File: src/rtl/wuia_pkg.sv
// Shared types and constants for the wide unsigned integer ALU.
`default_nettype none

package wuia_pkg;

  localparam int LOW_W       = 64;
  localparam int HIGH_W      = 32;
  localparam int IO_W        = LOW_W + HIGH_W;
  localparam int EXT_W       = 128;
  localparam int OP_W        = 2;
  localparam int IN_TDATA_W  = 2 * IO_W;
  localparam int OUT_TDATA_W = 200;
  localparam int OUT_PAD_W   = OUT_TDATA_W - 2 * IO_W - 3;

  typedef enum logic [OP_W-1:0] {
    OP_ADD = 2'd0,
    OP_SUB = 2'd1,
    OP_MUL = 2'd2,
    OP_DIV = 2'd3
  } op_t;

  typedef struct packed {
    logic load;
    logic addsub;
    logic step_mul;
    logic step_div;
    logic commit;
  } dp_cmd_t;

  typedef struct packed {
    op_t  op;
    logic div_zero;
  } dp_stat_t;

endpackage

`default_nettype wire

File: src/rtl/wuia_dp.sv
// Datapath: operand registers, adder and subtractor, shift registers and result register.
`default_nettype none

module wuia_dp #(
  parameter int W = 96
) (
  input  wire logic                                clk,
  input  wire wuia_pkg::dp_cmd_t                   cmd,
  input  wire logic [wuia_pkg::OP_W-1:0]           in_op,
  input  wire logic [wuia_pkg::IN_TDATA_W-1:0]     in_data,
  output wuia_pkg::dp_stat_t                       stat,
  output logic      [wuia_pkg::OUT_TDATA_W-1:0]    out_data
);

  logic [wuia_pkg::EXT_W-1:0] a_ext, b_ext, res_ext, rem_ext;
  logic [W-1:0] a_in, b_in;
  logic         b_zero;
  logic         in_is_div;

  wuia_pkg::op_t op_r;
  logic [W-1:0]  a_r, b_r, src_r, res_r, rem_r;
  logic          flag_r, divz_r;
  logic [wuia_pkg::OUT_TDATA_W-1:0] out_data_r;

  logic [W:0]   sum_w, diff_w, mul_sum, div_t;
  logic [W-1:0] mul_sh, mul_add, div_rsh;
  logic         div_ge, a_lt, a_eq;

  assign a_ext     = wuia_pkg::EXT_W'(in_data[wuia_pkg::IO_W-1:0]);
  assign b_ext     = wuia_pkg::EXT_W'(in_data[2*wuia_pkg::IO_W-1:wuia_pkg::IO_W]);
  assign a_in      = a_ext[W-1:0];
  assign b_in      = b_ext[W-1:0];
  assign b_zero    = (b_in == '0);
  assign in_is_div = (in_op == wuia_pkg::OP_DIV);

  assign sum_w  = {1'b0, a_r} + {1'b0, b_r};
  assign diff_w = {1'b0, a_r} - {1'b0, b_r};

  // multiply: shift partial product, add a when the next multiplier bit is set
  assign mul_sh  = {res_r[W-2:0], 1'b0};
  assign mul_add = src_r[W-1] ? a_r : '0;
  assign mul_sum = {1'b0, mul_sh} + {1'b0, mul_add};

  // restoring divide: the bit shifted out of rem takes part in the compare
  assign div_rsh = {rem_r[W-2:0], src_r[W-1]};
  assign div_t   = {rem_r[W-1], div_rsh} - {1'b0, b_r};
  assign div_ge  = ~div_t[W];

  assign a_lt    = (a_r < b_r);
  assign a_eq    = (a_r == b_r);
  assign res_ext = wuia_pkg::EXT_W'(res_r);
  assign rem_ext = wuia_pkg::EXT_W'(rem_r);

  always_ff @(posedge clk) begin
    if (cmd.load) begin
      op_r   <= wuia_pkg::op_t'(in_op);
      a_r    <= a_in;
      b_r    <= b_in;
      src_r  <= (in_op == wuia_pkg::OP_MUL) ? b_in : a_in;
      res_r  <= '0;
      rem_r  <= (in_is_div && b_zero) ? a_in : '0;
      flag_r <= in_is_div && b_zero;
      divz_r <= b_zero;
    end else if (cmd.addsub) begin
      if (op_r == wuia_pkg::OP_ADD) begin
        res_r  <= sum_w[W-1:0];
        flag_r <= sum_w[W];
      end else begin
        res_r  <= diff_w[W-1:0];
        flag_r <= diff_w[W];
      end
    end else if (cmd.step_mul) begin
      src_r <= {src_r[W-2:0], 1'b0};
      if (!flag_r) begin
        if (res_r[W-1] || mul_sum[W]) begin
          flag_r <= 1'b1;
          res_r  <= '0;
        end else begin
          res_r <= mul_sum[W-1:0];
        end
      end
    end else if (cmd.step_div) begin
      src_r <= {src_r[W-2:0], 1'b0};
      res_r <= {res_r[W-2:0], div_ge};
      rem_r <= div_ge ? div_t[W-1:0] : div_rsh;
    end

    if (cmd.commit) begin
      out_data_r <= {{wuia_pkg::OUT_PAD_W{1'b0}}, a_eq, a_lt, flag_r,
                     rem_ext[wuia_pkg::IO_W-1:0], res_ext[wuia_pkg::IO_W-1:0]};
    end
  end

  assign stat.op       = op_r;
  assign stat.div_zero = divz_r;
  assign out_data      = out_data_r;

endmodule

`default_nettype wire

File: src/rtl/wuia_ctrl.sv
// Controller: item handshakes, operation sequencing and bit counter.
`default_nettype none

module wuia_ctrl #(
  parameter int W = 96
) (
  input  wire logic                         clk,
  input  wire logic                         rst_n,
  input  wire logic                         in_tvalid,
  output logic                              in_tready,
  input  wire logic [wuia_pkg::OP_W-1:0]    in_op,
  output logic                              out_tvalid,
  input  wire logic                         out_tready,
  input  wire wuia_pkg::dp_stat_t           stat,
  output wuia_pkg::dp_cmd_t                 cmd
);

  localparam int CNT_W = $clog2(W);
  localparam logic [CNT_W-1:0] CNT_LAST = CNT_W'(W - 1);

  typedef enum logic [1:0] {
    S_IDLE,
    S_ADDSUB,
    S_ITER,
    S_FIN
  } state_t;

  state_t           state_r;
  logic [CNT_W-1:0] cnt_r;
  logic             out_valid_r;
  logic             out_free;
  logic             div_skip;

  assign out_free = !out_valid_r || out_tready;
  assign div_skip = (stat.op == wuia_pkg::OP_DIV) && stat.div_zero;

  always_comb begin
    cmd          = '0;
    cmd.load     = (state_r == S_IDLE) && in_tvalid;
    cmd.addsub   = (state_r == S_ADDSUB);
    cmd.step_mul = (state_r == S_ITER) && (stat.op == wuia_pkg::OP_MUL);
    cmd.step_div = (state_r == S_ITER) && (stat.op == wuia_pkg::OP_DIV) && !stat.div_zero;
    cmd.commit   = (state_r == S_FIN) && out_free;
  end

  always_ff @(posedge clk) begin
    if (!rst_n) begin
      state_r     <= S_IDLE;
      cnt_r       <= '0;
      out_valid_r <= 1'b0;
    end else begin
      unique case (state_r)
        S_IDLE: begin
          if (in_tvalid) begin
            cnt_r <= '0;
            if (in_op == wuia_pkg::OP_ADD || in_op == wuia_pkg::OP_SUB) begin
              state_r <= S_ADDSUB;
            end else begin
              state_r <= S_ITER;
            end
          end
        end
        S_ADDSUB: begin
          state_r <= S_FIN;
        end
        S_ITER: begin
          if (div_skip) begin
            state_r <= S_FIN;
          end else begin
            cnt_r <= cnt_r + CNT_W'(1);
            if (cnt_r == CNT_LAST) begin
              state_r <= S_FIN;
            end
          end
        end
        S_FIN: begin
          if (out_free) begin
            state_r <= S_IDLE;
          end
        end
        default: begin
          state_r <= S_IDLE;
        end
      endcase

      if (cmd.commit) begin
        out_valid_r <= 1'b1;
      end else if (out_tready) begin
        out_valid_r <= 1'b0;
      end
    end
  end

  assign in_tready  = (state_r == S_IDLE);
  assign out_tvalid = out_valid_r;

endmodule

`default_nettype wire

File: src/rtl/wide_unsigned_integer_alu.sv
// Top level of the wide unsigned integer ALU: add, subtract, multiply, divide with remainder.
// Add and subtract go through the add/subtract state and divide by zero skips the loop;
// multiply and divide run the one-bit-per-cycle shift/add loop over all MANT_BITS bits.
// One item at a time: next item accepted the cycle after the result is loaded into the
// output register; the result waits there until taken.
// rst_n (synchronous, active low) clears the controller and the output valid flag only.
`default_nettype none

module wide_unsigned_integer_alu #(
  parameter int MANT_BITS = 96
) (
  input  wire logic                                 clk,
  input  wire logic                                 rst_n,
  input  wire logic                                 in_tvalid,
  output logic                                      in_tready,
  // a_low, a_high, b_low, b_high
  input  wire logic [wuia_pkg::IN_TDATA_W-1:0]      in_tdata,
  // op
  input  wire logic [wuia_pkg::OP_W-1:0]            in_tuser,
  output logic                                      out_tvalid,
  input  wire logic                                 out_tready,
  // result_low, result_high, rem_low, rem_high, flag, a_less, a_equal, zero pad
  output logic      [wuia_pkg::OUT_TDATA_W-1:0]     out_tdata
);

  wuia_pkg::dp_cmd_t  cmd;
  wuia_pkg::dp_stat_t stat;

  wuia_ctrl #(
    .W (MANT_BITS)
  ) u_ctrl (
    .clk        (clk),
    .rst_n      (rst_n),
    .in_tvalid  (in_tvalid),
    .in_tready  (in_tready),
    .in_op      (in_tuser),
    .out_tvalid (out_tvalid),
    .out_tready (out_tready),
    .stat       (stat),
    .cmd        (cmd)
  );

  wuia_dp #(
    .W (MANT_BITS)
  ) u_dp (
    .clk      (clk),
    .cmd      (cmd),
    .in_op    (in_tuser),
    .in_data  (in_tdata),
    .stat     (stat),
    .out_data (out_tdata)
  );

  localparam int FLAG_BIT  = 2 * wuia_pkg::IO_W;
  localparam int LESS_BIT  = FLAG_BIT + 1;
  localparam int EQUAL_BIT = FLAG_BIT + 2;

  a_less_equal_excl: assert property (@(posedge clk) disable iff (!rst_n)
    out_tvalid |-> !(out_tdata[LESS_BIT] && out_tdata[EQUAL_BIT]))
    else $error("a_less and a_equal both set");

  one_item_in_flight: assert property (@(posedge clk) disable iff (!rst_n)
    (in_tvalid && in_tready) |=> !in_tready)
    else $error("input taken again while an item is in flight");

  commit_shows_valid: assert property (@(posedge clk) disable iff (!rst_n)
    cmd.commit |=> out_tvalid)
    else $error("result loaded but out_tvalid low");

  commit_when_free: assert property (@(posedge clk) disable iff (!rst_n)
    cmd.commit |-> (!out_tvalid || out_tready))
    else $error("result overwritten before it was taken");

endmodule

`default_nettype wire
File: config.mk
export PLATFORM = sky130hd
export DESIGN_NAME = wide_unsigned_integer_alu
export DESIGN_NICKNAME = d
export VERILOG_FILES = /design/src/rtl/wuia_pkg.sv /design/src/rtl/wuia_dp.sv /design/src/rtl/wuia_ctrl.sv /design/src/rtl/wide_unsigned_integer_alu.sv
export SDC_FILE = /design/constraint.sdc
export NUM_CORES = 2
export LEC_CHECK = 0
export BUFFER_PORTS_ARGS = -buffer_cell sky130_fd_sc_hd__buf_2
export CORE_MARGIN = 5
export CORE_UTILIZATION = 45
export CTS_BUF_LIST = sky130_fd_sc_hd__clkbuf_8
export CTS_CLUSTER_SIZE = 40
export DETAILED_ROUTE_END_ITERATION = 10
export PLACE_DENSITY = 0.63
export SYNTH_ARGS = -nofsm -noshare
export SYNTH_HDL_FRONTEND = slang
export SYNTH_HIERARCHICAL = 1
export SYNTH_SLANG_ARGS = --single-unit
File: constraint.sdc
create_clock -name clk -period 29.8 [get_ports clk]
set_input_delay 1.49 -clock clk [delete_from_list [all_inputs] [get_ports clk]]
set_output_delay 1.49 -clock clk [all_outputs]
set_load 0.02 [all_outputs]
## Word level (Yosys, flattened, before mapping)

Index checks and enable logic that the tools add are counted.

| word-level totals | value |
|---|---|
| bits in registers | 689 |
| input bits | 198 |

| cells by class | value |
|---|---|
| equal/unequal tests | 17 |
| muxes and demuxes | 35 |
| magnitude comparators | 1 |
| bitwise logic cells | 1 |
| reduce and logical (&&, ||, !) cells | 27 |
| add/sub/neg operators | 5 |

Operators by type and width:

| operator | count |
|---|---|
| $mux 96 | 18 |
| $add 96x96->97 | 2 |
| $sub 96x96->97 | 1 |
| $sub 97x96->97 | 1 |
| $eq 96x96->1 | 1 |
| $logic_not 96->1 | 1 |
| $lt 96x96->1 | 1 |
| $mux 7 | 2 |
| $pmux 7 s2 | 1 |
| $eq 2x2->1 const B | 6 |
| $mux 2 | 5 |
| $reduce_and 3->1 | 3 |
| $reduce_bool 3->1 | 3 |
| $mux 1 | 8 |
| $pmux 2 s4 | 1 |
| $add 7x1->7 const B | 1 |
| $eq 7x7->1 const B | 1 |
| $logic_and 1x1->1 | 7 |
| $logic_not 2->1 | 3 |
| $ne 2x1->1 const B | 3 |
| $reduce_bool 2->1 | 3 |
| $eq 2x1->1 const B | 2 |
| $ne 2x2->1 const B | 2 |
| $reduce_and 2->1 | 2 |
| other kinds (5) | 8 |

## Logic depth before layout (Yosys ltp)

| depth | value |
|---|---|
| word-level depth | 8 |
| gate-level depth with buffers | 20 |
| gate-level depth less buffers | 16 |

## Modules after synthesis

Netlist, hierarchy kept.

Modules (own cells, without submodules):

| module | times used | cells an instance | area an instance (um^2) | sequential area each (um^2) |
|---|---|---|---|---|
| wuia_dp | 1 | 5937 | 51759.6 | 19428.6 |
| wuia_ctrl | 1 | 74 | 646.9 | 200.2 |

## Least setup slack after synthesis

OpenSTA, ideal clock, no wires.

| path | value |
|---|---|
| path type | input port to flip-flop |
| from | input in_tvalid |
| to | register u_dp.rem_r[0] (enable) |
| cell stages on the path | 5 |
| setup time | 0.683 ns |
| data arrival time | 10.428 ns |
| slack | 18.688 ns |
| cell sequence | and2_1 > inv_1 > clkbuf_1 > clkbuf_1 > o21ai_0 |

| on the way | value |
|---|---|
| longest elaborated chain between the ends | 3 |

Ends and longest elaborated chain:

| element | line | text |
|---|---|---|
| start, declared | wide_unsigned_integer_alu.sv:14 | `input wire logic in_tvalid,` |
| $logic_and 1x1->1 (*) | wuia_ctrl.sv:39 | `cmd.load = (state_r == S_IDLE) && in_tvalid;` |
| $ne 2x1->1 (no line) / $reduce_bool 2->1 (equally long branches) | - |  |
| $reduce_and 3->1 (no line) (*) | - |  |
| end signal, assigned | wuia_dp.sv:61 | `rem_r <= (in_is_div && b_zero) ? a_in : '0;` |
| end signal, assigned | wuia_dp.sv:85 | `rem_r <= div_ge ? div_t[W-1:0] : div_rsh;` |
| end, declared | wuia_dp.sv:21 | `logic [W-1:0] a_r, b_r, src_r, res_r, rem_r;` |

Every way passes the cells marked *; elsewhere a longest branch is shown, timed or not.
A chain may end at the register's enable or synchronous reset.

## Worst setup path after layout

| path | value |
|---|---|
| from | register u_dp.src_r[95] |
| to | register u_dp.res_r[63] |

| on the way | value |
|---|---|
| longest elaborated chain between the ends | 7 |

Ends and longest elaborated chain:

| element | line | text |
|---|---|---|
| start, declared | wuia_dp.sv:21 |  |
| start signal, assigned | wuia_dp.sv:59 | `src_r <= (in_op == wuia_pkg::OP_MUL) ? b_in : a_in;` |
| start signal, assigned | wuia_dp.sv:73 | `src_r <= {src_r[W-2:0], 1'b0};` |
| start signal, assigned | wuia_dp.sv:83 | `src_r <= {src_r[W-2:0], 1'b0};` |
| $mux 96 (*) | wuia_dp.sv:41 | `assign mul_add = src_r[W-1] ? a_r : '0;` |
| $add 96x96->97 (*) | wuia_dp.sv:42 | `assign mul_sum = {1'b0, mul_sh} + {1'b0, mul_add};` |
| $logic_or 1x1->1 | wuia_dp.sv:75 | `if (res_r[W-1] \|\| mul_sum[W]) begin` |
| $mux 96 (*) | wuia_dp.sv:75 |  |
| $mux 96 (*) | wuia_dp.sv:74 | `if (!flag_r) begin` |
| $mux 96 (*) | wuia_dp.sv:72 | `end else if (cmd.step_mul) begin` |
| $mux 96 (*) | wuia_dp.sv:64 | `end else if (cmd.addsub) begin` |
| end signal, assigned | wuia_dp.sv:66 | `res_r <= sum_w[W-1:0];` |
| end signal, assigned | wuia_dp.sv:69 | `res_r <= diff_w[W-1:0];` |
| end signal, assigned | wuia_dp.sv:79 | `res_r <= mul_sum[W-1:0];` |
| end, declared | wuia_dp.sv:21 |  |

Every way passes the cells marked *; elsewhere a longest branch is shown, timed or not. The select of a mux whose other input is x is not followed.

==> flow_metrics.py <==
metrics = {
    "cts": {
        "cts.repair_timing.setup_buffer_count": 0,
        "clock_tree.root_cell": "sky130_fd_sc_hd__clkbuf_8",
        "cts.sinks": 689,
        "cts-resized-gates": 0,
        "ctsLongestPathBuffers": 3,
        "cts_tree": "built",
        "clk_pin_slew_worst_paths_ns": 0.07,
        "cts_htree_levels": 3,
        "cts.hold.buffers_added": 0,
        "numCtsBuffers": 119,
        "clk-insertion-delay-late_ns": 0.87,
    },
    "sta": {
        "final-setup-viol-count": 0,
        "final_max_slew_viol_count": 0,
        "hold_viol": 0,
        "final_min_period_over_clock_period_pct": 20.9,
        "worst_clock_skew_ns": 0.0771,
        "tns_ns": 0,
        "post-route-worst-setup-slack_ns": 23.57,
        "worst_slew_pin_slew_ns": 1.28,
        "timing.fmax_mhz": 160,
        "rsz0062_at_grt": "no",
        "headroom_to_the_max_slew_limit_pct": 13.8,
        "min_period_ns": 6.23,
    },
    "detailed_routing": {
        "first_pass_iters": 6,
        "number_of_vias_per_cell_after_detailed_routing": 6.41,
        "wire_per_inst_um": 27.6,
        "drt-initial-drc-count": 7311,
        "drc_errors": 0,
        "detail-route-antenna-nets": 0,
        "detail_route.wirelength_um": 217000,
        "num_vias": 50400,
    },
    "synth": {
        "synth_seq_cells": 689,
        "synth-seq-area-share_pct": 37.5,
        "synth_area_mm2": 0.0524,
        "top_reg_cell_synth": "sky130_fd_sc_hd__edfxtp_1",
        "ys_warns": 6,
        "synthCells": 6011,
        "synth-async-reset-ratio_pct": 0,
        "yosys.cell_types.count": 104,
        "syn-mean-instance-area_um2": 8.72,
        "post_synth_edffs": 583,
    },
    "global_route": {
        "grt_usage_pct": 33.7,
        "globalRoute.totalOverflow": 0,
        "grt_antenna_before_repair": 12,
        "via_count_of_the_first_global_routing_pass": 45500,
        "grt_start_max_net_pins": 210,
        "grt_first_pass_wirelength_um": 309000,
    },
    "power_and_ir_drop": {
        "power_density_mw_per_mm2": 121,
        "power.share.clock_pct": 12.9,
        "max-vdd-ir-drop_v": 0.000110,
        "p_leak_uw": 0.0225,
        "power.share.switching_pct": 51.4,
        "power_report.internal_total_uw": 3410,
        "combPwrFrac_pct": 60.8,
        "sequentialPowerShare_pct": 26.2,
        "switching_power_uw": 3600,
    },
    "placement": {
        "io_buffers": 394,
        "pre_cts_ws_ns": 23.71,
        "dp.final_hpwl_um": 173000,
        "gp_congestion": 1.03,
    },
    "layout": {
        "final_layout_size_suffix_gt1_share_pct": 10.9,
        "fill_cells": 11300,
        "areaGrowthSynthToFinish_pct": 10.2,
        "nets": 6818,
        "utilization_pct": 49.8,
    },
    "run": {
        "max_cap_viol_count": 0,
    },
    "die": {
        "chipHeight_um": 351,
        "die_area_mm2": 0.123,
        "boundaryPins": 400,
        "core_mm2": 0.116,
        "initial_utilization_pct": 45.2,
        "num_rows": 125,
        "floorplan.die.width_um": 351,
    },
    "worst_setup_path": {
        "worst-endpoint-required_ns": 30.51,
        "setup.worst_path.start": "u_dp/src_r[95]",
        "reg2reg_depth": 18,
        "worst_r2r_startpoint": "u_dp/src_r[95]",
        "cp.buffers_inverters": 4,
        "timing.critical_path.fanout_max": 56,
        "crit_path_start_kind": "register",
        "largest_stage_delay_on_the_critical_path_ns": 0.79,
        "cp_cell_sequence": "buf_4 > buf_4 > and2_1 > ha_1 > a21oi_1 > o211ai_1 > a2111oi_4 > o22ai_1 > a21oi_2 > o21ai_2 > a41oi_2 > o211ai_1 > a41oi_2 > buf_4 > and2_2 > buf_4 > a221oi_1 > o31ai_1",
        "regToRegSetupSlack_ns": 23.57,
        "critical_path_end_type": "register",
        "worstSetupPathDepth": 18,
        "worst-endpoint-arrival_ns": 6.94,
        "setup.worst_path.class": "reg -> reg",
        "critical_path.reg2reg.endpoint": "u_dp/res_r[63]",
        "critical_path.slowest_cell": "sky130_fd_sc_hd__and2_2",
        "critical_path.most_common_cell": "sky130_fd_sc_hd__buf_4",
        "cp-endpoint": "u_dp/res_r[63]",
        "critPathTopFamily": "compound AO/OA/AOI/OAI gates",
    },
    "hold_path": {
        "holdCritPathClass": "reg -> reg",
    },
    "run_status": {
        "result_of_the_run": "completed",
    },
}
==> layer usage <==
metal	up-vias	part of all wire (%)	wire length, µm	track usage (%)
met4	0	3.0	6570	9.98
met5	-	0	0	0
met3	293	13	29100	9.20
met2	2991	39	84200	45.1
met1	24200	45	97400	52.2
li1	22900	-	-	-
==> sequential cells by signal (all words and copies together) (netlist names), 2 cells and up <==
| name | count |
|---|---|
| u_dp/out_data | 195 |
| u_dp/a_r | 96 |
| u_dp/b_r | 96 |
| u_dp/rem_r | 96 |
| u_dp/res_r | 96 |
| u_dp/src_r | 96 |
| u_ctrl/cnt_r | 7 |
| u_ctrl/state_r | 2 |
| u_dp/op_r | 2 |
==> power by group through the flow <==
stage / Clock (µW) / Combinational [µW] / Sequential [µW]
6_report: 907 / 4260 / 1840
5_1_grt: 964 / 4590 / 1860
4_1_cts: 924 / 4120 / 1820
3_5_place_dp: 0 / 4100 / 1840
3_3_place_gp: 0 / 4090 / 1840
2_1_floorplan: 0 / 2940 / 1760
==> how the worst min path moves through the flow <==
stage / start / end / slack, ns / depth (start not counted)
floorplan: u_dp/res_r[95] / u_dp/out_data[95] / 0.43 / 0
global placement: u_dp/rem_r[90] / u_dp/out_data[186] / 0.48 / 0
detailed placement: u_dp/res_r[95] / u_dp/out_data[95] / 0.46 / 0
CTS: u_dp/res_r[95] / u_dp/out_data[95] / 0.48 / 0
global route: u_dp/rem_r[1] / u_dp/out_data[97] / 0.50 / 0
finish: u_dp/res_r[95] / u_dp/out_data[95] / 0.48 / 0
==> stage by stage <==
stage / instance area (µm²) / power (µW) / cells / hold slack, ns
floorplan: 52400 / 4700 / 6015 / 0.432
global placement: 55300 / 5930 / 7630 / 0.480
detailed placement: 55300 / 5940 / 7630 / 0.460
CTS: 57700 / 6870 / 7854 / 0.476
global route: 57800 / 7410 / 7859 / 0.497
finish: 57800 / 7010 / 7860 / 0.477
==> cell type report <==
class | count | area (µm²) | area share [%]
clock buffer | 124 | 1710 | 2.95
antenna | 6 | 15.0 | 0.0260
clock inverter | 100 | 738 | 1.28
tap | 1524 | 1910 | 3.30
timing repair buffer | 438 | 2310 | 4.01
sequential | 689 | 19600 | 34.0
inverter | 274 | 1030 | 1.78
multi-input combinational | 4705 | 30400 | 52.7
==> synthesized netlist by cell type, drive strengths merged (51+ instances only) <==
cell      n  area share (%)
a211oi   51            0.74
a21o    133             1.9
a21oi   826             7.9
a221oi   77             1.3
a31oi    65            0.80
and2    119             1.4
buf      70            0.81
clkbuf  277             2.0
dfxtp   106             4.0
edfxtp  583              33
ha      389             9.3
inv     272             1.9
mux2i   118             2.3
nand2   495             3.5
nand3   102            0.98
nand4   133             1.6
nor2    497             3.6
nor2b    62            0.74
nor3     96            0.93
nor4     96             1.2
o21ai   478             4.6
o21bai  111             1.6
o31ai    71             1.0
xnor2   183             3.1
xor2     73             1.2
==> cell families (layout without fill, tap and decap cells) <==
| group | count (synthesis) | count (layout) | share of synthesized area, % |
|---|---|---|---|
| DFF | 689 | 689 | 37.5 |
| other | 1 | 11 | 0.00716 |
| muxes | 124 | 124 | 2.38 |
| adders and majority gates | 393 | 393 | 9.44 |
| buffers and inverters | 621 | 936 | 4.76 |
| AOI/OAI and AO/OA | 2161 | 2161 | 25.5 |
| xor gates and xnor gates | 256 | 256 | 4.29 |
| and+or+nand+nor | 1766 | 1766 | 16.1 |
==> cell usage in the layout (no fill, tap or decap), types with 91 or more instances in the layout <==
cell	Yosys	routed
sky130_fd_sc_hd__dfxtp_1	106	106
sky130_fd_sc_hd__buf_2	24	394
sky130_fd_sc_hd__mux2i_1	118	118
sky130_fd_sc_hd__o21bai_1	111	111
sky130_fd_sc_hd__nor3_1	95	95
sky130_fd_sc_hd__nor2_1	495	491
sky130_fd_sc_hd__a21oi_1	825	824
sky130_fd_sc_hd__nor4_1	92	91
sky130_fd_sc_hd__nand4_1	132	132
sky130_fd_sc_hd__xnor2_1	182	182
sky130_fd_sc_hd__a21o_1	133	131
sky130_fd_sc_hd__nand3_1	101	101
sky130_fd_sc_hd__ha_1	389	388
sky130_fd_sc_hd__and2_1	118	116
sky130_fd_sc_hd__o21ai_0	404	403
sky130_fd_sc_hd__edfxtp_1	583	583
sky130_fd_sc_hd__clkbuf_8	0	124
sky130_fd_sc_hd__nand2_1	495	495
sky130_fd_sc_hd__inv_1	272	295
No activity file was read; power rests on OpenSTA's default activity.
